<file path="src/hw/rtl/tmp_pkg.sv">
// Shared types, constants and helper functions for the trapezoid motion profile core.
// No dependencies; all files but the two interfaces use this package by scoped names.
`default_nettype none

package tmp_pkg;

  localparam int ADDR_W = 5;

  localparam logic [2:0] REG_START_POS  = 3'd0;
  localparam logic [2:0] REG_END_POS    = 3'd1;
  localparam logic [2:0] REG_VEL_LIMIT  = 3'd2;
  localparam logic [2:0] REG_ACC_LIMIT  = 3'd3;
  localparam logic [2:0] REG_TARGET_DUR = 3'd4;

  localparam logic [30:0] TMAX    = 31'h7FFF_FFFF;
  localparam logic [33:0] MAG_CAP = 34'h2_0000_0000;

  typedef struct packed {
    logic signed [31:0] sample_time;
    logic               nonpos;
  } item_t;

  typedef struct packed {
    logic [31:0] start_position;
    logic [31:0] end_position;
    logic [30:0] velocity_limit;
    logic [30:0] accel_limit;
    logic [30:0] target_duration;
  } cfg_t;

  typedef struct packed {
    logic        start;
    logic [33:0] a;
    logic [32:0] b;
  } mul_req_t;

  typedef struct packed {
    logic        done;
    logic [63:0] p;
  } mul_rsp_t;

  typedef struct packed {
    logic        start;
    logic [63:0] n;
    logic [31:0] d;
  } div_req_t;

  typedef struct packed {
    logic        done;
    logic [63:0] q;
    logic [31:0] r;
  } div_rsp_t;

  typedef struct packed {
    logic        start;
    logic [63:0] x;
  } sqrt_req_t;

  typedef struct packed {
    logic        done;
    logic [31:0] root;
  } sqrt_rsp_t;

  // Clamp a magnitude to 2^33.
  function automatic logic [33:0] cap_mag(input logic [63:0] v);
    logic [33:0] res;
    if (v > {30'b0, MAG_CAP}) begin
      res = MAG_CAP;
    end else begin
      res = v[33:0];
    end
    return res;
  endfunction

  // Saturate to signed 32 bits; top bit of the result flags a clip.
  function automatic logic [32:0] sat32(input logic signed [35:0] v);
    logic [32:0] res;
    if (v > 36'sh0_7FFF_FFFF) begin
      res = {1'b1, 32'h7FFF_FFFF};
    end else if (v < -36'sh0_8000_0000) begin
      res = {1'b1, 32'h8000_0000};
    end else begin
      res = {1'b0, v[31:0]};
    end
    return res;
  endfunction

endpackage

`default_nettype wire

</file>
<file path="src/hw/rtl/tmp_mul.sv">
// Shared multiplier: 34 x 33 bit product, eight multiplier bits per cycle.
// Depends on tmp_pkg.
`default_nettype none

module tmp_mul (
  input  wire logic             clk,
  input  wire logic             rst,
  input  wire tmp_pkg::mul_req_t req,
  output tmp_pkg::mul_rsp_t     rsp
);

  localparam int DIGITS = 5;

  logic [63:0] acc;
  logic [63:0] mcand;
  logic [39:0] mplier;
  logic [2:0]  cnt;
  logic        busy;
  logic        done;

  assign rsp.done = done;
  assign rsp.p    = acc;

  always_ff @(posedge clk) begin
    if (req.start) begin
      acc    <= '0;
      mcand  <= {30'b0, req.a};
      mplier <= {7'b0, req.b};
    end else if (busy) begin
      acc    <= acc + (mcand * {56'b0, mplier[7:0]});
      mcand  <= {mcand[55:0], 8'b0};
      mplier <= {8'b0, mplier[39:8]};
    end
  end

  always_ff @(posedge clk) begin
    if (rst) begin
      busy <= 1'b0;
      done <= 1'b0;
      cnt  <= '0;
    end else begin
      done <= 1'b0;
      if (req.start) begin
        busy <= 1'b1;
        cnt  <= '0;
      end else if (busy) begin
        cnt <= cnt + 3'd1;
        if (cnt == 3'(DIGITS - 1)) begin
          busy <= 1'b0;
          done <= 1'b1;
        end
      end
    end
  end

endmodule

`default_nettype wire

</file>
<file path="config.mk">
export PLATFORM = sky130hd
export DESIGN_NAME = tmp_mul
export DESIGN_NICKNAME = d
export VERILOG_FILES = /design/src/hw/rtl/tmp_pkg.sv /design/src/hw/rtl/tmp_mul.sv
export SDC_FILE = /design/constraint.sdc
export NUM_CORES = 1
export LEC_CHECK = 0
export BUFFER_PORTS_ARGS = -buffer_cell sky130_fd_sc_hd__buf_2
export CORE_MARGIN = 4
export CORE_UTILIZATION = 58
export CTS_CLUSTER_DIAMETER = 120
export DETAILED_ROUTE_END_ITERATION = 16
export GPL_TIMING_DRIVEN = 0
export PLACE_DENSITY = 0.8
export SYNTH_ARGS = -nofsm -noshare
export SYNTH_HDL_FRONTEND = slang
export SYNTH_SLANG_ARGS = --single-unit
</file>
<file path="constraint.sdc">
create_clock -name clk -period 5.28 [get_ports clk]
set_input_delay 0.264 -clock clk [delete_from_list [all_inputs] [get_ports clk]]
set_output_delay 0.264 -clock clk [all_outputs]
set_load 0.1 [all_outputs]
</file>
Word-level counts from Yosys, hierarchy flattened
Index checks and enable logic that the tools add are counted.
Operators by class
  add/sub/neg operators: 2
  multiply operators: 1
  eq/ne operators: 1
  mux-type cells: 8
  bitwise logic cells: 1
  reductions and logical operators: 3
Operator list (number)
  2-to-1 mux 34 bit: 2
  2-to-1 mux 33 bit: 2
  adder 64 bit: 1
  multiplier 64 x 8 -> 64 bit: 1
  2-to-1 mux 1 bit: 4
  adder 3 x 1 -> 3 bit, second input constant: 1
  equality test 3 bit, second input constant: 1
  OR reduction 3 bit: 1
  nonzero test 2 bit: 1
  OR reduction 2 bit: 1
  NOT 1 bit: 1
Word-level totals
  register bits after elaboration: 166
  output and inout port bits: 65

Longest topological paths before layout
  depth after elaboration: 4
  gate-level depth with buffers: 23
  mapped depth without buffers: 21

Least setup slack after synthesis
No wires, ideal clock.
  path type: register to register
  from: register acc[25]
  to: register acc[62]
  arrival time: 5.389 ns
  required time: 5.029 ns
  path slack: -0.361 ns
  stages on the path, launching flop included: 21
  cells stage by stage: dfxtp_1 > inv_1 > fa_1 > inv_1 > fa_1 > fa_1 > inv_1 > fa_1 > inv_1 > ha_1 > buf_2 > and3_1 > nand3_1 > or3_1 > o221ai_1 > a311oi_1 > a211oi_1 > o21ai_1 > a21oi_1 > o21a_1 > o32ai_1
On the way
  cells in the longest elaborated chain, start to end: 1
Ends and longest elaborated chain
  from (decl): line tmp_mul.sv:14  | logic [63:0] acc;
  from (signal assigned): line tmp_mul.sv:30  | acc <= acc + (mcand * {56'b0, mplier[7:0]});
  adder 64 bit: line tmp_mul.sv:30
Every way passes these cells.
A chain may end at the register's enable or synchronous reset.

Worst setup path in the final report
  from: register mplier[5]
  to: register acc[63]
On the way
  cells in the longest elaborated chain, start to end: 2
Ends and longest elaborated chain
  from (decl): line tmp_mul.sv:16  | logic [39:0] mplier;
  from (signal assigned): line tmp_mul.sv:28  | mplier <= {7'b0, req.b};
  from (signal assigned): line tmp_mul.sv:32  | mplier <= {8'b0, mplier[39:8]};
  multiplier 64 x 8 -> 64 bit: line tmp_mul.sv:30
  adder 64 bit: line tmp_mul.sv:30
Every way passes these cells.

==> reports/results.ini <==
[cts]
cts_sinks=166
clkTransAtPathRegs_ns=0.07
root_buffer=clkbuf_16
htree_levels=4
clockBufferDepth=2
cts_tree=built
clock_latency_ns=0.48
hold_buffers=0
cts_buffers=17

[grt]
grt_usage=0.343
grt_pass1_wl_mm=111
grt_pass1_vias=19800
grt_max_degree=49
antenna_found_initial=0
grt-ovfl-total=0

[finish]
regArea_um2=4050
drive_above_1_share=0.238
nFillCells=2732
multi_input_area_um2=17900
num_antenna_cells=0
syn_to_final_growth_pct=21.6
finalNetCount=3243
layout.cells.non_filler=3219
design_area_um2=27700

[critical_path]
cpMostUsedCell=fa_1
crit_required_ns=5.68
critical_path.top_delay_family=adder cells
path_buf_inv=6
critPathMaxFanout=7
startpoint_type=register
worst-setup-path-type=reg2reg
crit_path_end_kind=register
cp_slowest_cell=fa_1
cp_cell_sequence=buf_8 -> buf_12 -> buf_12 -> and2_1 -> fa_1 -> fa_1 -> fa_1 -> inv_1 -> fa_1 -> inv_1 -> ha_4 -> nand2_1 -> o21ai_0 -> nor2_2 -> a2111oi_4 -> buf_4 -> o211ai_4 -> a311oi_4 -> nor3_1 -> nand3b_1 -> a21oi_2
arrival_ns=6.21
slowest_delay_ns=0.55

[synthesis]
synth_compound_area_frac=0.0738
syn_inst=2440
synth-edff-count=67
synth_xor_area_frac=0.0265
synth_ff_type=dfxtp_1
synthSimpleGateAreaFrac=0.168
synth-seq-cells=166
synth_async_sr_flop_share=0
yosysWarnings=0
synth_cell_type_count=64
synthesis.area_um2=22800
avgSynthCellArea_um2=9.33
synth_top_family_by_area=adder cells
synth_fa_ha_area_frac=0.402
yosysSeqAreaShare=0.175
synth_nets=2995
synth.mux.area_fraction=0.0525

[placed_design]
place.gp.congestion=0.988
place_area_um2=24200
dp.cells=3092
dp_hpwl_mm=51.9
io_buffers=133
place_ws_ns=-2.04

[timing]
relSlewSlack=0.271
period_share=1.10
drv_slew=0
min_period_ns=5.81
skew_ns=0.0236
setup_viol=36
tightest_slew_ns=1.09
rsz0062_at_grt=yes
clock.fmax_mhz=172
hold_viol=0
fin_ws_ns=-0.534
fin_hold_ws_ns=0.0362

[route]
drt-initial-drc-count=1775
avgViaCountPerCell=5.84
wl_met1_mm=27.1
wl_met3_mm=7.56
highest_layer=met4
met2WireLength_mm=33.7
route.antenna.remaining_nets=0
drc=0
wirelength_mm=72.5
first_pass_iters=7
vias=18800
wire_per_inst_um=22.5

[die]
ios=135
num_rows=72
die_w_um=206
start_util=0.588
die_y_um=206
die-area_um2=42500
core_um2=38700

[run_status]
status=complete, but fails checks
violations=negative setup slack

[flow_run]
drv_cap=0

[worst_hold_path]
hold_path_class=in2reg

==> stage by stage <==
step / utilization / TNS [ns]
detailed placement: 0.624 / -66.95
floorplan: - / -0.0191
global placement: 0.623 / -64.30
global route: 0.715 / -12.49
finish: 0.715 / -8.47
CTS: 0.695 / -3.60
==> cells in the final DEF (no fill, tap or decap), drive strengths merged, types with 4 or more instances in the layout <==
cell type and count:
inv 498, fa 410, and2 352, buf 293, nand2 205, nor2 102
dfxtp 99, clkbuf 82, a21oi 77, ha 75, edfxtp 67, mux2i 61
mux2 52, a21o 41, xnor2 41, o21ai 31, xor2 28, o22ai 23
o21bai 18, nand3 17, nand4 14, nor3 12, and3 11, a211oi 10
a31oi 9, o211ai 8, or3 7, o21a 6, nor2b 5, a221oi 4
a311oi 4
==> worst register-to-register path: cells and delay by family, from the launching register on <==
kind	cells	cell delay, ns
simple gates	5	0.70
compound gates	5	1.45
fa+ha+maj	5	2.26
buf+inv	6	0.80
flops	1	0.53
==> synth_stat cells (3+ instances only) <==
cell type,number,share of area
inv_1,488,0.080
fa_1,410,0.36
and2_1,352,0.097
nand2_1,205,0.034
nor2_1,102,0.017
dfxtp_1,99,0.087
clkbuf_1,94,0.015
a21oi_1,77,0.017
ha_1,75,0.041
edfxtp_1,67,0.088
mux2i_1,61,0.027
mux2_2,52,0.026
a21o_1,41,0.014
xnor2_1,41,0.016
o21ai_0,30,0.0066
xor2_1,28,0.011
buf_1,25,0.0041
o22ai_1,23,0.0063
o21bai_1,18,0.0059
nand3_1,16,0.0035
nand4_1,14,0.0038
nor3_1,12,0.0026
and3_1,11,0.0030
a31oi_1,9,0.0025
a211oi_1,8,0.0026
o211ai_1,7,0.0023
or3_1,7,0.0019
buf_2,6,0.0013
o21a_1,6,0.0020
nor2b_1,5,0.0014
a221oi_1,4,0.0015
a311oi_1,4,0.0015
a211o_1,3,0.0012
nand2b_1,3,0.00082
==> logic make-up (layout without fill, tap and decap cells) <==
kind of cell    Yosys count  in the layout
mux                     113            113
buf+inv                 615            876
fa+ha+maj               485            485
flops                   166            166
xor+xnor                 69             69
compound gates          253            253
simple gates            739            739
==> worst paths after layout <==
check,startpoint,end,slack [ns],cells past startpoint
max,mplier[5],acc[63],-0.53,21
min,rst,cnt[2],0.04,2
max reg2reg,mplier[5],acc[63],-0.53,21
min reg2reg,acc[3],acc[3],0.50,2
==> flip-flops by register name, indices dropped and copies added (netlist names) <==
name,cells
acc,64
busy,1
cnt,3
done,1
mcand,64
mplier,33
==> layout make-up <==
cell class,count,share of cell area
multi-input cells,1659,0.647
inverters,489,0.0663
well taps,518,0.0234
plain buffers,105,0.0344
flip-flops and latches,166,0.146
clock buffers,20,0.0165
clock inverters,12,0.00384
repair buffers,250,0.0625
==> layer usage <==
layer | vias up | global-route usage
li1 | 7962 | -
met1 | 9470 | 0.454
met2 | 1121 | 0.545
met3 | 242 | 0.0727
met4 | 0 | 0.164
met5 | - | 0
==> what timing repair did <==
action,in CTS,in global routing
setup endpoints to repair,55,41
buffers inserted,76,38
pin swaps,98,90
gates resized for setup,356,142
cloned,4,2
Power is left out: the tool's default activity adds up to more than one toggle a clock period on the data nets, which glitch-free logic cannot reach.
