File: src/hw/rtl/tmp_pkg.sv
// Shared types, constants and helper functions for the trapezoid motion profile core.
// No dependencies; all files but the two interfaces use this package by scoped names.
`default_nettype none

package tmp_pkg;

  localparam int ADDR_W = 5;

  localparam logic [2:0] REG_START_POS  = 3'd0;
  localparam logic [2:0] REG_END_POS    = 3'd1;
  localparam logic [2:0] REG_VEL_LIMIT  = 3'd2;
  localparam logic [2:0] REG_ACC_LIMIT  = 3'd3;
  localparam logic [2:0] REG_TARGET_DUR = 3'd4;

  localparam logic [30:0] TMAX    = 31'h7FFF_FFFF;
  localparam logic [33:0] MAG_CAP = 34'h2_0000_0000;

  typedef struct packed {
    logic signed [31:0] sample_time;
    logic               nonpos;
  } item_t;

  typedef struct packed {
    logic [31:0] start_position;
    logic [31:0] end_position;
    logic [30:0] velocity_limit;
    logic [30:0] accel_limit;
    logic [30:0] target_duration;
  } cfg_t;

  typedef struct packed {
    logic        start;
    logic [33:0] a;
    logic [32:0] b;
  } mul_req_t;

  typedef struct packed {
    logic        done;
    logic [63:0] p;
  } mul_rsp_t;

  typedef struct packed {
    logic        start;
    logic [63:0] n;
    logic [31:0] d;
  } div_req_t;

  typedef struct packed {
    logic        done;
    logic [63:0] q;
    logic [31:0] r;
  } div_rsp_t;

  typedef struct packed {
    logic        start;
    logic [63:0] x;
  } sqrt_req_t;

  typedef struct packed {
    logic        done;
    logic [31:0] root;
  } sqrt_rsp_t;

  // Clamp a magnitude to 2^33.
  function automatic logic [33:0] cap_mag(input logic [63:0] v);
    logic [33:0] res;
    if (v > {30'b0, MAG_CAP}) begin
      res = MAG_CAP;
    end else begin
      res = v[33:0];
    end
    return res;
  endfunction

  // Saturate to signed 32 bits; top bit of the result flags a clip.
  function automatic logic [32:0] sat32(input logic signed [35:0] v);
    logic [32:0] res;
    if (v > 36'sh0_7FFF_FFFF) begin
      res = {1'b1, 32'h7FFF_FFFF};
    end else if (v < -36'sh0_8000_0000) begin
      res = {1'b1, 32'h8000_0000};
    end else begin
      res = {1'b0, v[31:0]};
    end
    return res;
  endfunction

endpackage

`default_nettype wire

File: src/hw/rtl/tmp_sqrt.sv
// Integer square root of a 64-bit value, one result bit per cycle.
// Depends on tmp_pkg.
`default_nettype none

module tmp_sqrt (
  input  wire logic              clk,
  input  wire logic              rst,
  input  wire tmp_pkg::sqrt_req_t req,
  output tmp_pkg::sqrt_rsp_t     rsp
);

  logic [63:0] x;
  logic [63:0] root;
  logic [63:0] bitv;
  logic [63:0] trial;
  logic [4:0]  cnt;
  logic        busy;
  logic        done;

  assign trial    = root + bitv;
  assign rsp.done = done;
  assign rsp.root = root[31:0];

  always_ff @(posedge clk) begin
    if (req.start) begin
      x    <= req.x;
      root <= '0;
      bitv <= 64'h4000_0000_0000_0000;
    end else if (busy) begin
      if (x >= trial) begin
        x    <= x - trial;
        root <= (root >> 1) + bitv;
      end else begin
        root <= root >> 1;
      end
      bitv <= bitv >> 2;
    end
  end

  always_ff @(posedge clk) begin
    if (rst) begin
      busy <= 1'b0;
      done <= 1'b0;
      cnt  <= '0;
    end else begin
      done <= 1'b0;
      if (req.start) begin
        busy <= 1'b1;
        cnt  <= '0;
      end else if (busy) begin
        cnt <= cnt + 5'd1;
        if (cnt == 5'd31) begin
          busy <= 1'b0;
          done <= 1'b1;
        end
      end
    end
  end

endmodule

`default_nettype wire

File: config.mk
export PLATFORM = sky130hd
export DESIGN_NAME = tmp_sqrt
export DESIGN_NICKNAME = d
export VERILOG_FILES = /design/src/hw/rtl/tmp_pkg.sv /design/src/hw/rtl/tmp_sqrt.sv
export SDC_FILE = /design/constraint.sdc
export NUM_CORES = 1
export LEC_CHECK = 0
export BUFFER_PORTS_ARGS = -buffer_cell sky130_fd_sc_hd__buf_2
export CORE_UTILIZATION = 45
export CTS_CLUSTER_DIAMETER = 120
export DETAILED_ROUTE_END_ITERATION = 8
export HOLD_SLACK_MARGIN = 0.05
export PLACE_DENSITY = 0.6
export RECOVER_POWER = 100
export SLEW_MARGIN = 20
export SYNTH_ARGS = -nofsm -noshare
export SYNTH_HDL_FRONTEND = slang
export SYNTH_SLANG_ARGS = --single-unit
File: constraint.sdc
create_clock -name clk -period 7.7 [get_ports clk]
set_clock_uncertainty 0.2 [all_clocks]
set_input_delay 0 -clock clk [delete_from_list [all_inputs] [get_ports clk]]
set_output_delay 0 -clock clk [all_outputs]
set_load 0.01 [all_outputs]
# --- Word level (Yosys, flattened, before mapping) ---
# Cells that the tools add are included.
# Widths: inputs -> output; s select.
word_totals:
  elab_cells: 26
  output_inout_bits: 33
  inputBits: 67
  regBits: 167
op_classes:
  n_reduce_logical: 5
  add_sub_neg: 4
  bitwise_logic: 1
  eq_ne: 1
  order_cmp: 1
  muxes: 8
op_table:
  columns: ["operator", "count"]
  rows:
  - ["$mux 64", 4]
  - ["$add 63x63->64", 1]
  - ["$add 64x63->64", 1]
  - ["$ge 64x64->1", 1]
  - ["$sub 64x64->64", 1]
  - ["$add 5x1->5 const B", 1]
  - ["$eq 5x5->1 const B", 1]
  - ["$mux 1", 4]
  - ["$reduce_bool 2->1", 2]
  - ["$reduce_or 3->1", 1]
  - ["$reduce_and 2->1", 1]
  - ["$reduce_or 2->1", 1]
  - ["$not 1->1", 1]

# --- Depth between registers and ports, before layout ---
logic_depth:
  ltp_word: 5
  ltp_mapped: 26
  mapped_depth_nobuf: 23

# --- Least setup slack after synthesis ---
# OpenSTA, ideal clock, no wires.
synth_path:
  path_type: "register to register"
  startpoint: "register root[2]"
  endpoint: "register x[0] (enable)"
  t_required_ns: 7.077
  path_slack_ns: 1.331
  setup_time_ns: 0.423
  stages_incl_launch_ff: 23
  arrival_time_ns: 5.746
  path_buffers: 2
  cell_sequence: "dfxtp_1 -> ha_1 -> a31oi_2 -> a211oi_2 -> a211oi_1 -> o21ai_2 -> a31oi_2 -> a21oi_2 -> a41o_1 -> a311o_1 -> xnor2_1 -> ha_1 -> buf_2 -> nand4_1 -> nor3_2 -> nand3_1 -> a2111oi_2 -> nand2b_1 -> a21oi_2 -> or3_4 -> buf_6 -> nand2_1 -> nand2_1"
synth_between:
  elab_chain_cells: 4
synth_rtl:
  columns: ["item", "line", "source"]
  rows:
  - ["start, declared", "tmp_sqrt.sv:13", "logic [63:0] root;"]
  - ["start signal, assigned", "tmp_sqrt.sv:32", "root <= (root >> 1) + bitv;"]
  - ["start signal, assigned", "tmp_sqrt.sv:34", "root <= root >> 1;"]
  - ["$add 64x63->64", "tmp_sqrt.sv:20", "assign trial = root + bitv;"]
  - ["$ge 64x64->1", "tmp_sqrt.sv:30", "if (x >= trial) begin"]
  - ["$reduce_bool 2->1 (no line)", null, null]
  - ["$reduce_and 2->1 (no line)", null, null]
  - ["end signal, assigned", "tmp_sqrt.sv:26", "x <= req.x;"]
  - ["end signal, assigned", "tmp_sqrt.sv:31", "x <= x - trial;"]
  - ["end, declared", "tmp_sqrt.sv:12", "logic [63:0] x;"]
# Every way passes these cells.
# A chain may end at the register's enable or synchronous reset.

# --- Worst setup path in the final report ---
layout_path:
  startpoint: "register root[4]"
  endpoint: "register x[38] (enable)"
# Same word-level chain as after synthesis.

==> run metrics <==
outcome=finished with violations; failing checks=capacitance limit, slew limit; Max-Cap Viols=2; Synthesized Nets=between 2000 and 2500; core area=about 35000 um^2; Placer Congestion=roughly 0.97; Reg clk slew, reported paths=0.07 ns; Critical Path RT=7.63 ns; fill cell count=3330; CP Class=reg2reg; hold path depth=4; Multi-input gate area=about 11000 um^2; Final Cycle Share=92.1%; H-tree Lvls=4; YS warnings=0; routed len/inst=18.9 um; Post-Route WL=49100 um; largest family of logic cells by synthesized area=compound AO/OA/AOI/OAI gates; DRC=0; final setup vio count=0; Core Util, Final=a little over half; min Tclk post-route=between 7 and 8 ns; Port Buffers=99; Synth Area in XOR/XNOR=8.46%; CTS Buf Count=17; placed cell areas=about 16000 um^2; fmax=between 0.1 and 0.15 GHz; maximum VDD drop=0.188 mV; DR vias=between 15000 and 20000; Place WS=0.858 ns; CTS Hold Buffers Added=129; Root Buffer=clkbuf_16; Overflow after GRT=0; Final WS setup=0.611 ns; Synth Area in Compound Gates=26.3%; fin cells=2590; kind of path behind the tightest hold check=in2reg; CP Capture Type=flop; Final Instance Area=18000 um^2; DRT Pass-1 Iters=5; Die Width=190 um; largest net degree at the start of global routing=89; r2r worst-path depth=22; fin nets=2322; Worst Path Max Fanout=24; clk_lat worst skew=around 0.46 ns; Fin. Hold Viols=0; first-pass GRT wire length=78700 um; dpl cells=~2400; Mapped Area=15800 um^2; via/cell ratio=5.90; Global Route Usage Sum=~28%; Rel. slew slack=-82.1%; post-synthesis adder-cell area fraction=10.5%; mean post-synth cell area=7.88 um^2; HPWL Detailed=36600 um; Slew @ Worst Pin=2.73 ns; LEAKAGE=0.00686 uW; Routed Antenna Nets=0; number of global-route vias before repair=14800; post-synthesis mux area share=4.34%; 1st-iter DRT viols=924; post-synthesis register bit count=167; Yosys cell types=93; post-synthesis simple-gate area fraction=19.2%; share of cells above drive strength 1=7.92%; Async S/R FF share, synth=0%; Post-CTS Setup Inserts=0; FF+latch area=3980 um^2; Cell Rows=between 60 and 70; CTS Sinks=167; CTS tree=built; Post-synth EDFFs=64; most used flip-flop cell after synthesis=dfxtp_1; initial antenna violation count=0; Power Density=333 nW/um^2; setup_tns=0 ns; Die Y=190 um; Gate Count Post-Synth=2011; RSZ-0062 raised after global routing=no; Worst Path Arrival=roughly 7.0 ns; diodes inserted=0; Seq/Total Area, Yosys=between 20 and 30%; Area growth syn-to-layout=13.9%; I/O pin total=100; Max Slew Vio Count=160; Initial Util=between 40 and 50%; CP startpoint kind=flop; die area=36000 um^2; clk buf depth=2; CTS resizes=0
power breakdown:
part,total [uW],internal (uW),switching (uW)
clock network,911,491,420
logic,3670,1470,2190
registers,1420,1220,206
cells by family (layout without fill, tap and decap cells):
group,count (synthesis),after routing
compound gates,635,635
xor+xnor,153,153
fa+ha+maj,133,133
buf+inv,201,325
flops,167,167
mux,67,67
simple gates,655,655
stage by stage:
step | hold slack [ns] | power, uW
2_1_floorplan | -0.128 | 4060
3_3_place_gp | 0.0577 | 4860
3_5_place_dp | 0.0803 | 4880
4_1_cts | 0.0771 | 5990
5_1_grt | 0.133 | 6440
6_report | 0.110 | 6000
state kept, by name, summed over array words and instances, names as in the netlist:
| name | flops |
|---|---|
| root | 64 |
| x | 64 |
| bitv | 32 |
| cnt | 5 |
| busy | 1 |
| done | 1 |
worst max-delay path, stage by stage, from the launching register on:
cell and delay [ns]:
dfxtp_1 0.39, ha_1 0.38, a21oi_1 0.13, o31ai_2 0.38
a21oi_1 0.23, o21ai_1 0.23, a22o_2 0.21, a41oi_2 0.18
o41a_1 0.53, o21bai_2 0.23, and4b_1 0.22, nor3_1 0.05
ha_1 0.49, nand4_1 0.29, nor3_2 0.28, nand3_1 0.15
a2111oi_2 0.36, nand2b_1 0.11, a21oi_2 0.23, or3_4 0.19
nand2_1 0.12, nand2_2 0.71, buf_4 0.43
layer usage:
metal | track usage (%) | part of all wire, % | up-vias | wire length (um)
met5 | 0 | 0 | - | 0
met4 | 11.8 | 3.9 | 0 | 1900
met2 | 47.7 | 49 | 385 | 23800
met3 | 4.54 | 4.3 | 87 | 2100
li1 | - | - | 7588 | -
met1 | 33.7 | 43 | 7214 | 21200
final cells by class:
| cell class | instances | share of cell area [%] |
|---|---|---|
| Tap cell | 455 | 3.15 |
| Inverter | 53 | 1.10 |
| Sequential cell | 167 | 22.1 |
| Multi-Input combinational cell | 1643 | 60.2 |
| Clock buffer | 22 | 2.69 |
| Clock inverter | 10 | 0.596 |
| Timing Repair Buffer | 240 | 10.1 |
placed cells by master, fill, tap and decap left out, types with 14 or more instances in the layout:
cell type / count
nand2_1: 233
nor2_1: 183
o21ai_0: 172
ha_1: 132
dlygate4sd3_1: 129
a21oi_1: 127
dfxtp_1: 103
xnor2_1: 83
xor2_1: 70
buf_2: 66
edfxtp_1: 64
a31oi_1: 63
mux2i_1: 54
inv_1: 52
nand4_1: 51
a21o_1: 51
nor3_1: 38
clkbuf_1: 36
a211oi_1: 35
nand3_1: 35
o21bai_1: 30
clkbuf_16: 18
and3_1: 16
a311oi_1: 16
o21a_1: 16
nand2b_1: 15
or3_1: 15
o31ai_1: 14
and2_1: 14
cell usage after synthesis, types with 10 or more instances:
cell type / count / share of area, %
a211oi_1: 35 / 1.7
a21o_1: 51 / 2.4
a21oi_1: 126 / 4.0
a221oi_1: 12 / 0.66
a311oi_1: 16 / 0.88
a31o_2: 10 / 0.55
a31oi_1: 62 / 2.4
and2_1: 15 / 0.59
and3_1: 16 / 0.63
buf_2: 34 / 1.1
buf_4: 38 / 1.8
clkbuf_1: 62 / 1.5
dfxtp_1: 103 / 13
edfxtp_1: 64 / 12
ha_1: 132 / 10
inv_1: 52 / 1.2
mux2_2: 12 / 0.85
mux2i_1: 54 / 3.4
nand2_1: 234 / 5.5
nand2b_1: 15 / 0.59
nand3_1: 35 / 1.1
nand4_1: 51 / 2.0
nor2_1: 183 / 4.3
nor2b_1: 12 / 0.47
nor3_1: 37 / 1.2
o21a_1: 16 / 0.76
o21ai_0: 161 / 5.1
o21ai_1: 20 / 0.63
o21bai_1: 30 / 1.4
o31ai_1: 13 / 0.62
or3_1: 15 / 0.59
xnor2_1: 83 / 4.6
xor2_1: 70 / 3.9
worst paths after layout:
check,from,end,slack [ns]
setup / recovery,root[4],x[38],0.61
hold / removal,req[64],x[59],0.11
setup reg to reg,root[4],x[38],0.61
hold reg to reg,root[0],root[0],0.31
Power figures use the tool's default switching activity.
