## config.mk

```make
export PLATFORM = sky130hd
export DESIGN_NAME = tmp_front_flat
export DESIGN_NICKNAME = d
export VERILOG_FILES = /design/src/hw/rtl/tmp_pkg.sv /design/src/hw/rtl/tmp_sample_if.sv /design/src/hw/rtl/tmp_front.sv /design/src/flat_wrapper.sv
export SDC_FILE = /design/constraint.sdc
export NUM_CORES = 1
export LEC_CHECK = 0
export ABC_AREA = 0
export BUFFER_PORTS_ARGS = -buffer_cell sky130_fd_sc_hd__buf_2
export CORE_MARGIN = 4
export CORE_UTILIZATION = 55
export CTS_CLUSTER_DIAMETER = 60
export CTS_CLUSTER_SIZE = 40
export DETAILED_ROUTE_END_ITERATION = 7
export PLACE_DENSITY = 0.87
export SYNTH_ARGS = -nofsm -noshare
export SYNTH_HDL_FRONTEND = slang
export SYNTH_SLANG_ARGS = --single-unit
```

## constraint.sdc

```tcl
create_clock -name clk -period 3.9 [get_ports clk]
set_clock_uncertainty 0.15 [all_clocks]
set_input_delay 0.39 -clock clk [delete_from_list [all_inputs] [get_ports clk]]
set_output_delay 0.39 -clock clk [all_outputs]
set_load 0.05 [all_outputs]
```

## src/hw/rtl/tmp_pkg.sv

```systemverilog
// Shared types, constants and helper functions for the trapezoid motion profile core.
// No dependencies; all files but the two interfaces use this package by scoped names.
`default_nettype none

package tmp_pkg;

  localparam int ADDR_W = 5;

  localparam logic [2:0] REG_START_POS  = 3'd0;
  localparam logic [2:0] REG_END_POS    = 3'd1;
  localparam logic [2:0] REG_VEL_LIMIT  = 3'd2;
  localparam logic [2:0] REG_ACC_LIMIT  = 3'd3;
  localparam logic [2:0] REG_TARGET_DUR = 3'd4;

  localparam logic [30:0] TMAX    = 31'h7FFF_FFFF;
  localparam logic [33:0] MAG_CAP = 34'h2_0000_0000;

  typedef struct packed {
    logic signed [31:0] sample_time;
    logic               nonpos;
  } item_t;

  typedef struct packed {
    logic [31:0] start_position;
    logic [31:0] end_position;
    logic [30:0] velocity_limit;
    logic [30:0] accel_limit;
    logic [30:0] target_duration;
  } cfg_t;

  typedef struct packed {
    logic        start;
    logic [33:0] a;
    logic [32:0] b;
  } mul_req_t;

  typedef struct packed {
    logic        done;
    logic [63:0] p;
  } mul_rsp_t;

  typedef struct packed {
    logic        start;
    logic [63:0] n;
    logic [31:0] d;
  } div_req_t;

  typedef struct packed {
    logic        done;
    logic [63:0] q;
    logic [31:0] r;
  } div_rsp_t;

  typedef struct packed {
    logic        start;
    logic [63:0] x;
  } sqrt_req_t;

  typedef struct packed {
    logic        done;
    logic [31:0] root;
  } sqrt_rsp_t;

  // Clamp a magnitude to 2^33.
  function automatic logic [33:0] cap_mag(input logic [63:0] v);
    logic [33:0] res;
    if (v > {30'b0, MAG_CAP}) begin
      res = MAG_CAP;
    end else begin
      res = v[33:0];
    end
    return res;
  endfunction

  // Saturate to signed 32 bits; top bit of the result flags a clip.
  function automatic logic [32:0] sat32(input logic signed [35:0] v);
    logic [32:0] res;
    if (v > 36'sh0_7FFF_FFFF) begin
      res = {1'b1, 32'h7FFF_FFFF};
    end else if (v < -36'sh0_8000_0000) begin
      res = {1'b1, 32'h8000_0000};
    end else begin
      res = {1'b0, v[31:0]};
    end
    return res;
  endfunction

endpackage

`default_nettype wire

```

## src/hw/rtl/tmp_sample_if.sv

```systemverilog
// Sample channel: valid/ready handshake carrying one sample time.
// No dependencies.
`default_nettype none

interface tmp_sample_if;
  logic               valid;
  logic               ready;
  logic signed [31:0] sample_time;

  modport source (output valid, output sample_time, input ready);
  modport sink (input valid, input sample_time, output ready);
endinterface

`default_nettype wire

```

## src/hw/rtl/tmp_front.sv

```systemverilog
// Front end: accepts sample items, tags non-positive times, and queues them for the back end.
// Depends on tmp_pkg and tmp_sample_if.
`default_nettype none

module tmp_front (
  input  wire logic           clk,
  input  wire logic           rst,
  tmp_sample_if.sink          sample,
  output tmp_pkg::item_t      item,
  output logic                item_valid,
  input  wire logic           item_pop
);

  tmp_pkg::item_t slots [2];
  logic           wr_ptr;
  logic           rd_ptr;
  logic [1:0]     count;
  logic           push;

  assign sample.ready = (count != 2'd2);
  assign push         = sample.valid && sample.ready;
  assign item_valid   = (count != 2'd0);
  assign item         = slots[rd_ptr];

  always_ff @(posedge clk) begin
    if (push) begin
      slots[wr_ptr] <= '{sample_time: sample.sample_time,
                         nonpos: (sample.sample_time[31] || (sample.sample_time == 32'sd0))};
    end
  end

  always_ff @(posedge clk) begin
    if (rst) begin
      wr_ptr <= 1'b0;
      rd_ptr <= 1'b0;
      count  <= 2'd0;
    end else begin
      if (push) begin
        wr_ptr <= ~wr_ptr;
      end
      if (item_pop) begin
        rd_ptr <= ~rd_ptr;
      end
      unique case ({push, item_pop})
        2'b10:   count <= count + 2'd1;
        2'b01:   count <= count - 2'd1;
        default: count <= count;
      endcase
    end
  end

endmodule

`default_nettype wire

```

## src/flat_wrapper.sv

```systemverilog
// flat-port wrapper written by rule: the top's interface ports become plain ports
module tmp_front_flat 
  (clk, rst, item, item_valid, item_pop, sample_valid, sample_sample_time, sample_ready);
  tmp_sample_if sample_i ();
  input  wire logic clk;
  input  wire logic rst;
  output tmp_pkg::item_t item;
  output logic item_valid;
  input  wire logic item_pop;
  input wire logic [$bits(sample_i.valid)-1:0] sample_valid;
  input wire logic [$bits(sample_i.sample_time)-1:0] sample_sample_time;
  output wire logic [$bits(sample_i.ready)-1:0] sample_ready;
  assign sample_i.valid = sample_valid;
  assign sample_i.sample_time = sample_sample_time;
  assign sample_ready = sample_i.ready;
  tmp_front u_core (.clk(clk), .rst(rst), .sample(sample_i), .item(item), .item_valid(item_valid), .item_pop(item_pop));
endmodule
```

-- Word level (Yosys, flattened, before mapping)
Memory sizes are Yosys's and may differ from the RTL's. A register that Yosys moved wholly into a read port is not among the register bits.
Index checks and enable logic that the tools add are counted.
- memories: 1
- output and inout port bits: 35
- logic and storage cells: 21
- bits in registers: 4
- RAM bits: 66
- memory list (memory ; depth ; bits a word ; read ports ; clocked after memory_dff ; wr ports ; RTL line ; RTL):
    u_core.slots ; 2 ; 33 ; 1 ; 1 ; 1 ; tmp_front.sv:14 ; tmp_pkg::item_t slots [2];
- add/sub/neg operators: 2
- reduce and logical (&&, ||, !) cells: 5
- equality and inequality tests: 3
- mux-type cells: 5
- bitwise operators: 2
- operators by type and width (operator ; number):
    $logic_not 32->1 ; 1
    $mux 1 ; 4
    $pmux 2 s2 ; 1
    $reduce_bool 2->1 ; 2
    $add 2x1->2 const B ; 1
    $eq 2x1->1 const B ; 1
    $eq 2x2->1 const B ; 1
    $ne 2x2->1 const B ; 1
    $not 1->1 ; 2
    $sub 2x1->2 const B ; 1
    $logic_and 1x1->1 ; 1
    $logic_or 1x1->1 ; 1

-- Longest topological paths before layout
Gate-level depths: netlist of run 1.
- depth after elaboration: 4
- mapped depth: 6
- depth with buffers taken out: 6

-- Least setup slack after synthesis of run 1
No wires, ideal clock.
- path type: reg-to-reg
- from: reg u_core.count[0]
- to: mem u_core.slots[1][0] in the netlist's numbering (enable)
- required time: 3.357 ns
- stages on the path, launching flop included: 3
- path slack: 1.740 ns
- path buffers: 0
- data arrival time: 1.616 ns
- cells stage by stage: dfxtp_1 > nand2b_2 > and3_1
- cells in the longest elaborated chain, start to end: 4
- RTL lines (item ; RTL line ; RTL):
    start: declaration ; tmp_front.sv:17 ; logic [1:0] count;
    start signal: assignment ; tmp_front.sv:45 ; 2'b10: count <= count + 2'd1;
    start signal: assignment ; tmp_front.sv:46 ; 2'b01: count <= count - 2'd1;
    start signal: assignment ; tmp_front.sv:47 ; default: count <= count;
    $ne 2x2->1 ; tmp_front.sv:20 ; assign sample.ready = (count != 2'd2);
    net sample_ready ; flat_wrapper.sv:12 ; output wire logic [$bits(sample_i.ready)-1:0] sample_ready;
    $logic_and 1x1->1 ; tmp_front.sv:21 ; assign push = sample.valid && sample.ready;
    $mux 1 ; tmp_front.sv:26 ; if (push) begin
    $mux 1 (not written as such) ; tmp_front.sv:27 ; slots[wr_ptr] <= '{sample_time: sample.sample_time,
    end: declaration ; tmp_front.sv:14 ;
The timed path passes the listed nets, and every way through them passes these cells.

==> key figures, run 1 <==
Clock network
  – Clk Latency, worst-skew pair: 0.33 ns
  – H-tree depth: 3
  – Maximum clock path buffer count: 2
  – Worst-path clk slew: 0.07 ns
  – CTS resizes: 0
  – Post-CTS repair timing setup buffer count: 0
  – CTS root buf: clkbuf_8
  – # hold bufs at CTS: 0
  – Clock sink total: 71
  – CTS tree: yes
  – Num CTS Buffers: 9

Worst setup path
  – Kind of critical path: flip-flop to output port
  – CP endpoint kind: output port
  – CP max FO: 19
  – Worst path required time: 3.36 ns
  – CP arrival: 2.13 ns
  – Crit start category: flip-flop

Placed design
  – Placed inst area: 3080 µm²
  – DP HPWL: 3.27 mm
  – Buffers on Ports: 70
  – Routability Congestion: 0.752

STA
  – Hold Violations, Final: 0
  – Pins Over Slew Limit: 0
  – Worst hold slack: 0.107 ns
  – Max frequency: 0.374 GHz
  – Endpoints failing setup: 0
  – Fin crit period: 2.67 ns
  – Setup_tns: 0 ns
  – RSZ-0062 raised after global routing: false
  – Tcrit/Tclk final: 68.5%
  – Slew headroom: 46.4%
  – Worst slew pin tran: 0.803 ns

Logic synthesis
  – Post-synth top area share: 74.5%
  – Synthesized area: 2660 µm²
  – Post-Synthesis Cells: 137
  – Syn. warnings: 0
  – Leading area contributor after synthesis: edfxtp_1
  – Synth top area cells: edfxtp_1 74%, mux2_2 13%, dfxtp_1 3.8%
  – Number of library cell types mapped by synthesis: 22
  – Syn avg cell area: 19.4 µm²
  – #FFs+latches synth: 71
  – Syn Nets: 174
  – Seq/Total Area, Yosys: 78.2%

Pwr
  – PwrDens: 594 nW/µm²
  – Leakage power: 1.24 nW
  – Peak VDD IR: 451 µV

Final layout
  – Layout cells sized above 1: 53.6%
  – Design area: 3290 µm²
  – Ant. Diodes: 0
  – Area Overhead vs Synth: 23.8%
  – Layout Nets: 254

Route
  – Post-DR vias/cell: 5.39
  – Antenna-violating nets left: 0
  – Initial DRC count: 108
  – Drt first pass iters: 4
  – Routed Wire Length: 4.76 mm
  – Drc violations: 0
  – Routed via count: 1,487
  – WL/cell: 17.2 µm

Floorplanning
  – I/O Pins: 71
  – Die width: 77.6 µm
  – Die Span Y: 77.6 µm
  – Die area: 6020 µm²
  – Initial core utilization: 56.7%
  – # rows: 25
  – Core ar.: 4690 µm²

Flow run
  – Max-Cap Viols: 0

GRT
  – First-pass GRT wire length: 7.60 mm
  – Total grt overflow: 0
  – Initial antenna violation count: 0
  – Total GRT Usage: 17.0%
  – Largest net degree at the start of global routing: 34
  – Vias in the first global route: 1,568

Hold path
  – Type of the most critical hold path: input port to flip-flop

Outcome
  – Status: finished clean
[cells by family (layout without fill, tap and decap cells)]
kind of cell,after synthesis,in the layout,share of synthesized area [%]
AOI/OAI and AO/OA,5,5,1.22
muxes,33,33,14.0
buffers and inverters,5,90,0.893
DFF,71,71,78.2
adders and majority gates,1,1,0.470
xor gates and xnor gates,3,3,0.987
and+or+nand+nor,19,19,4.23
[Yosys cell counts (all sizes together)]
cell type / number
xor2: 1
a21oi: 2
buf: 4
dfxtp: 5
nand3b: 1
a21bo: 1
or2: 1
inv: 1
mux2: 33
o21bai: 1
nand2b: 1
xnor2: 2
nand4: 2
o21ai: 1
nor4: 8
and3: 1
ha: 1
edfxtp: 66
nor2: 3
nand2: 1
or3: 1
[critical path: stages (launching register included)]
cell and delay [ns]:
dfxtp_1 0.84, buf_4 0.37, mux2_2 0.37, buf_2 0.22
[per-layer routing]
layer	share of wire [%]	GRT usage, %
met5	0	0
met4	2.7	10.3
met2	50	26.8
met3	6.6	5.45
met1	41	20.5
[state kept, by name, indices dropped and copies added (netlist names), named ones only]
register / count
u_core.slots: 66
u_core.count: 2
u_core.rd_ptr: 1
u_core.wr_ptr: 1
[path summary, 6_finish.rpt]
check	to	cells past startpoint	slack (ns)	startpoint
max	item[31]	3	1.23	flip-flop
min	u_core.slots[0][31]	1	0.11	sample_sample_time[30]
max reg2reg	u_core.slots[0][19]	4	1.84	u_core.count[0]
min reg2reg	u_core.count[1]	2	0.37	u_core.count[1]
[through the flow]
step	instances	util (%)	power, mW	setup slack (ns)
after CTS	276	70.2	1.97	1.19
after global routing	276	70.2	2.04	1.12
final	276	70.2	1.96	1.23
after detailed placement	260	65.7	1.36	1.55
after floorplan	137	-	1.26	1.74
after global placement	260	65.7	1.35	1.56
[area by class of cell]
class                           count  area, µm²
Clock inverter                      6       85.1
Inverter                            1       3.75
Clock buffer                       10        128
Multi-Input combinational cell     61        556
Sequential cell                    71       2080
Fill cell                         326       1400
Tap cell                           54       67.6
Timing Repair Buffer               73        373
[report_power, final]
part | switching (mW) | total, mW | internal, mW
registers | 0.0267 | 0.940 | 0.913
logic | 0.290 | 0.403 | 0.113
clock network | 0.256 | 0.614 | 0.358
total | 0.573 | 1.96 | 1.38
[cell usage in the layout (no fill, tap or decap), types with 2 or more instances in the layout]
cell,synthesis,routed
a21oi_1,2,2
buf_2,4,70
buf_4,0,3
bufinv_16,0,2
clkbuf_8,0,9
dfxtp_1,5,5
edfxtp_1,66,66
mux2_1,3,3
mux2_2,30,30
nand4_1,2,2
nor2_1,3,3
nor4_1,8,8
xnor2_1,2,2
Note: power is estimated with default switching activity, not from simulation.
==> inputs of run 2 (changes only) <==
--- a/config.mk
+++ b/config.mk
@@ -8,11 +8,11 @@
 export ABC_AREA = 0
 export BUFFER_PORTS_ARGS = -buffer_cell sky130_fd_sc_hd__buf_2
 export CORE_MARGIN = 4
-export CORE_UTILIZATION = 55
+export CORE_UTILIZATION = 51
 export CTS_CLUSTER_DIAMETER = 60
 export CTS_CLUSTER_SIZE = 40
 export DETAILED_ROUTE_END_ITERATION = 7
-export PLACE_DENSITY = 0.87
+export PLACE_DENSITY = 0.82
 export SYNTH_ARGS = -nofsm -noshare
 export SYNTH_HDL_FRONTEND = slang
 export SYNTH_SLANG_ARGS = --single-unit
==> constraint.sdc (replaced) <==
create_clock -name clk -period 2.69 [get_ports clk]
set_clock_uncertainty 0.15 [all_clocks]
set_input_delay 0.269 -clock clk [delete_from_list [all_inputs] [get_ports clk]]
set_output_delay 0.269 -clock clk [all_outputs]
set_load 0.05 [all_outputs]
==> run 2 against run 1 <==
  * Non-clock buffer count increased by 34
  * Sequential power increased by 44%
  * Power increased by 37%
  * Die area increased by 7.0%
  * Final cell count increased by 18%
  * Register-to-register slack got worse by 0.86 ns
  * First-iteration DRC count decreased by 1.9%
  * Global-route usage decreased by 0.18 points
  * Critical endpoint is now item[7]
  * Count of clock-buffer cells in the layout increased by 1
  * Via count increased by 10%
==> key figures, run 2 (synthesis results as in run 1) <==
Route
  – Initial DRC count: 106
  – Routed Wire Length: 5.07 mm
  – Drc violations: 0
  – Antenna-violating nets left: 0
  – Drt first pass iters: 4
  – WL/cell: 15.6 µm
  – Post-DR vias/cell: 5.02
  – Routed via count: 1,638

Floorplanning
  – Die width: 80.2 µm
  – Die area: 6440 µm²
  – Initial core utilization: 52.4%
  – Die Span Y: 80.2 µm
  – # rows: 26
  – I/O Pins: 71
  – Core ar.: 5070 µm²

GRT
  – Initial antenna violation count: 0
  – Total GRT Usage: 16.8%
  – First-pass GRT wire length: 7.90 mm
  – Largest net degree at the start of global routing: 26
  – Vias in the first global route: 1,682
  – Total grt overflow: 0

Final layout
  – Area Overhead vs Synth: 35.5%
  – Layout cells sized above 1: 46.5%
  – Layout Cells excl Fill: 326
  – Final core occ: 71.1%
  – Design area: 3610 µm²
  – Top Registers: u_core.slots x66, u_core.count x2
  – Most common library cell in the layout ignoring fill and taps: buf_2
  – Layout Nets: 288
  – Ant. Diodes: 0
  – Largest Register: u_core.slots
  – Largest register FFs: 66
  – Fillcell total: 340
  – Most frequent cells in the layout: 70 x buf_2, 66 x edfxtp_1, 32 x dlygate4sd3_1, 30 x mux2_2, 9 x clkbuf_8

Clock network
  – Clock sink total: 71
  – Clk Latency, worst-skew pair: 0.33 ns
  – Worst-path clk slew: 0.07 ns
  – Post-CTS repair timing setup buffer count: 0
  – CTS tree: yes
  – Num CTS Buffers: 9
  – H-tree depth: 3
  – CTS root buf: clkbuf_8
  – Maximum clock path buffer count: 2

STA
  – Setup_tns: 0 ns
  – Hold Violations, Final: 0
  – Tcrit/Tclk final: 71.8%
  – RSZ-0062 raised after global routing: false
  – Worst slew pin tran: 0.394 ns
  – Pins Over Slew Limit: 0
  – Fin crit period: 1.93 ns
  – Endpoints failing setup: 0
  – Slew headroom: 73.7%
  – Max frequency: 0.518 GHz

Pwr
  – Psw: 822 µW
  – Sequential power share: 50.5%
  – Logic pwr share: 24.1%
  – Clock power share: 25.4%
  – PwrDens: 742 nW/µm²
  – Leakage power: 1.36 nW
  – Peak VDD IR: 529 µV
  – Cell Int Power: 1.85 mW
  – Sw Share: 30.7%

Placed design
  – DP Cell Count: 278
  – Placed inst area: 3130 µm²
  – Routability Congestion: 0.735
  – DP HPWL: 3.22 mm
  – Buffers on Ports: 70

Flow run
  – Max-Cap Viols: 0

Worst setup path
  – CP arrival: 1.51 ns
  – Kind of critical path: flip-flop to output port
  – Worst path required time: 2.27 ns
  – Crit start category: flip-flop
  – CP max FO: 17
  – CP endpoint kind: output port

Hold path
  – Type of the most critical hold path: input port to flip-flop

Outcome
  – Status: finished clean
## run 2: changes by cell type in the layout (fill, tap and decap cells not counted)
cell           change
buf_12             +1
buf_4              +1
bufinv_16          -2
clkbuf_1           +1
clkinv_1           +1
clkinv_2           +1
clkinv_4           -1
dlygate4sd3_1     +32
## run 2: layout make-up
cell class	instances	area, µm²	area share (%)
clock inverters	5	25.0	0.694
inverters	1	3.75	0.104
multi-input cells	61	556	15.4
flip-flops and latches	71	2080	57.7
repair buffers	107	721	20.0
clock buffers	11	131	3.64
well taps	70	87.6	2.43
## run 2: power groups by stage
stage | Sequential [mW] | Combinational, mW | Clock, mW
3_5_place_dp | 1.38 | 0.610 | 0
5_1_grt | 1.36 | 0.676 | 0.750
2_1_floorplan | 1.37 | 0.455 | 0
4_1_cts | 1.35 | 0.647 | 0.700
3_3_place_gp | 1.37 | 0.602 | 0
6_report | 1.35 | 0.643 | 0.679
## run 2: what timing repair did
action	4_1_cts	5_1_grt
hold buffers	32	0
hold endpoints to repair	66	0
gates resized for setup	0	0
## run 2: stage by stage
stage	total power, mW	hold slack [ns]	worst slack [ns]
after detailed placement	1.99	0.327	0.984
after CTS	2.70	0.00733	0.744
after global placement	1.97	0.322	1.07
final	2.67	0.0249	0.758
after global routing	2.79	0.00633	0.701
after floorplan	1.82	0.188	0.530
## run 2: path summary, 6_finish.rpt
path                          start                  end  slack [ns]  cells past startpoint
max                       flip-flop              item[7]        0.76                      3
min          sample_sample_time[31]  u_core.slots[0][32]        0.02                      1
max reg2reg         u_core.count[0]   u_core.slots[0][8]        0.98                      4
min reg2reg         u_core.count[1]      u_core.count[1]        0.37                      2
## run 2: layer usage
metal  share of wire [%]  global-route usage (%)
met4                 1.5                    6.42
met1                  39                    19.4
met3                 7.2                    6.05
met5                   0                       0
met2                  52                    28.6
## run 2: critical path, cell delays in order (launching register included)
cell and delay [ns]:
dfxtp_1 0.33, buf_4 0.25, mux2_2 0.37, buf_2 0.21
